$ cat src/rtl/core/mle_ram.sv
module mle_ram #(
    parameter int WIDTH = 8,
    parameter int DEPTH = 16
) (
    input  logic                     clk,
    input  logic                     wr_en,
    input  logic [$clog2(DEPTH)-1:0] wr_addr,
    input  logic [WIDTH-1:0]         wr_data,
    input  logic                     rd_en,
    input  logic [$clog2(DEPTH)-1:0] rd_addr,
    output logic [WIDTH-1:0]         rd_data
);

    logic [WIDTH-1:0] mem [DEPTH];
    logic [WIDTH-1:0] rd_data_reg;

    always_ff @(posedge clk)
    begin
        if (wr_en)
        begin
            mem[wr_addr] <= wr_data;
        end
        if (rd_en)
        begin
            rd_data_reg <= mem[rd_addr];
        end
    end

    assign rd_data = rd_data_reg;

endmodule

$ cat config.mk
export PLATFORM = sky130hd
export DESIGN_NAME = mle_ram
export DESIGN_NICKNAME = d
export VERILOG_FILES = /design/src/rtl/core/mle_ram.sv
export SDC_FILE = /design/constraint.sdc
export NUM_CORES = 1
export LEC_CHECK = 0
export BUFFER_PORTS_ARGS = -buffer_cell sky130_fd_sc_hd__buf_2
export CAP_MARGIN = 40
export CORE_ASPECT_RATIO = 1.1
export CORE_MARGIN = 10
export CORE_UTILIZATION = 25
export CTS_CLUSTER_DIAMETER = 50
export CTS_CLUSTER_SIZE = 14
export DETAILED_ROUTE_END_ITERATION = 12
export PLACE_DENSITY = 0.49
export SETUP_SLACK_MARGIN = 0.4
export SYNTH_ARGS = -nofsm -noshare
export SYNTH_HDL_FRONTEND = slang
export SYNTH_SLANG_ARGS = --single-unit
$ cat constraint.sdc
create_clock -name clk -period 1.9 [get_ports clk]
set_input_delay 0.285 -clock clk [delete_from_list [all_inputs] [get_ports clk]]
set_output_delay 0.285 -clock clk [all_outputs]
set_load 0.03 [all_outputs]
Word level (Yosys, flattened, before mapping)
Memories as Yosys holds them, arrays and structs flattened. A register that Yosys moved wholly into a read port is not among the register bits. Index checks and enable logic that the tools add are counted.

Mux-type cells: 2.

Operators with widths (count): 2-to-1 mux 1 bit (2).

Register bits after elaboration: 0. Memory bits (writable): 128. Bits of input ports: 19. Output and inout port bits: 8. Word-level logic and storage cells: 3. Memories: 1.

Memory list: mem (words 16, bits a word 8, read ports 1, clocked after Yosys merged registers in 1, wr ports 1, RTL line 14) `logic [WIDTH-1:0] mem [DEPTH];`.

Logic depth before layout (Yosys ltp)
Word-level depth: 2. Depth in mapped cells: 5. Mapped depth without buffers: 3.

Worst setup path after synthesis
Ideal clock, no wire load.

Path type: input port to flip-flop. Start point: in wr_addr[2]. End point: mem mem[0][0] (enable). Arrival time: 1.395 ns. Required time: 1.517 ns. Slack: 0.122 ns. Stages on the path: 2. Path through: or3b_2 -> nor3_1.

RTL lines: start, declared (RTL line 7) `input logic [$clog2(DEPTH)-1:0] wr_addr,`; end, declared (RTL line 14).

No word-level cell before the write port.

==> results.ini <==
[outcome]
status=finished clean

[sta]
slew_headroom=0.726
setup_slack_ns=0.377
fmaxAchievable_mhz=657
finalSetupTns_ns=0
clock-skew-final_ns=0.00585
worst_slew_pin_slew_ns=0.410
post-route-period-util=0.802
finalSetupViolations=0
finalCriticalPeriod_ns=1.52
rsz0062_at_grt=yes
hold_viol_final=0
drv_slew=0

[clock_tree]
clk_path_buf_depth=2
clkLatencyLatePin_ns=0.41
h-tree-depth=4
cts_tree=built
cts_inserted_buffers=17
cts-root-buf=clkbuf_16
cts.sinks=136
clkSlewWorstSetupHoldPaths_ns=0.06

[pwr]
power_density_mw_per_mm2=1050
leakagePower_nw=2.10
ir_drop_uv=569

[synthesis]
synth_top_cell_by_area=edfxtp_1
yosysMostFrequentCell=edfxtp_1
ys_ff_latch=136
ys_top_cells_by_count=edfxtp_1, mux4_2, a22oi_1, mux4_1, nor2_1
ys_top_cells_by_area=edfxtp_1, mux4_2, mux4_1, a22oi_1, nor2_1
netlist.area_leader.share=0.781
synthFlopType=edfxtp_1
postSynthAreaPerCell_um2=22.8
synth_edf_count=136
syn_area_mm2=0.00523
async_flop_share=0
synth_cells=229
synth_nets=248
ys_seq_area_frac=0.781
ys_types=18
synth_warnings=0

[min_path]
hold_class=input pin to flop
hold_depth=1

[floorplan]
die_y_um=172
die_w_um=158
ios=27
core_mm2=0.0206
initial_utilization=0.254
dieArea_mm2=0.0271
num_rows=55

[drt]
antenna_left=0
drcViolationCount=0
dr.pass1.iters=4
drt_first_iter_violations=158
routed_wl_mm=11.3
via_per_inst=4.38
wl_per_cell_um=20.1
vias=2476

[final_layout]
largest_reg_flops=128
multiInputGateArea_mm2=0.00104
drive_above_1_share=0.382
antenna_cells=0
utilization=0.309
fillers=1969
fin_area_mm2=0.00637
fin_nets=315
seq_area_mm2=0.00408
area_growth_pct=21.8

[grt]
grt_pass1_vias=2704
overflow=0
antenna_found_initial=1
grt_first_pass_wirelength_mm=17.2
grt_max_degree=22
grt.total_usage=0.0895

[critical_path]
cp_num_cells=4
end_kind=flop
path_class=flop to flop
required_ns=2.06
critical-path-slowest-cell=mux4_2
crit_family=multiplexers
slowest_delay_ns=0.48
crit_path_cell_trace=mux4_2, a22oi_2, buf_4, nand2_1
crit_fanout=1
crit_arrival_ns=1.68
cp_num_buf_inv=1
rr_worst_depth=4
critPathLaunchType=flop

[placed_design]
post-place-ws_ns=-0.0949
dpl_cell_area_mm2=0.00579
io_buffers=26
gp_congestion=0.722
hpwl_mm=7.70

[run]
maxCapViolCount=0

-- routing by layer --
layer	GRT usage	vias up	part of all wire
met5	0	-	0.00088
met4	0.0378	2	0.012
met3	0.0282	12	0.049
met2	0.138	54	0.49
met1	0.113	1299	0.45
li1	-	1109	-
-- worst paths after layout --
kind / from / end / slack [ns]
min reg2reg: mem[7][1] / rd_data[1] / 0.76
min: rd_en / rd_data[5] / 0.24
max reg2reg: mem[1][2] / rd_data[2] / 0.38
max: mem[1][2] / rd_data[2] / 0.38
-- layout by cell type, fill, tap and decap left out --
cell type,instances
or3b_2,1
buf_2,26
clkinv_2,7
mux4_2,28
nor3_1,3
nand2_2,1
and2b_1,1
buf_6,1
nor2b_1,1
nand3b_1,2
clkinv_1,4
a22oi_1,13
mux4_1,4
clkbuf_16,17
buf_4,29
nor2_1,13
nand2_1,8
and2_1,1
nand2b_1,2
buf_12,2
bufinv_16,1
a22oi_2,3
nand3_1,1
clkinvlp_4,1
edfxtp_1,136
clkbuf_1,2
nor3_2,1
-- per-stage QoR --
step	total power (W)	hold WS, ns	instances
after floorplan	0.00367	0.384	229
after global placement	0.00383	0.674	528
after detailed placement	0.00384	0.667	528
after CTS	0.00673	0.235	560
after global routing	0.00690	0.244	565
final	0.00666	0.243	565
-- cell type report --
class,instances,area share
repair buffers,58,0.0627
clock inverters,13,0.0138
flip-flops and latches,136,0.642
well taps,256,0.0503
multi-input cells,83,0.164
clock buffers,19,0.0680
-- what timing repair did --
item	4_1_cts	5_1_grt
gates resized for setup	4	1
setup endpoints to repair	4	6
hold buffers	0	0
pin swaps	2	0
buffers inserted	0	5
-- power breakdown --
group          total (W)  internal, W  leakage (nW)  switching [W]
registers        0.00340      0.00338          1.24      0.0000171
logic           0.000374     0.000157         0.607       0.000218
clock network    0.00289      0.00176         0.260        0.00113
total            0.00666      0.00530          2.10        0.00136
-- kinds of logic (layout without fill, tap and decap cells) --
| kind of cell | Yosys count | in the layout | share of synthesized area |
|---|---|---|---|
| AO/OA/AOI/OAI | 16 | 16 | 0.0230 |
| buffers and inverters | 10 | 90 | 0.0165 |
| flip-flops | 136 | 136 | 0.781 |
| multiplexers | 32 | 32 | 0.148 |
| AND/OR/NAND/NOR | 35 | 35 | 0.0314 |
Power figures use the tool's default switching activity.
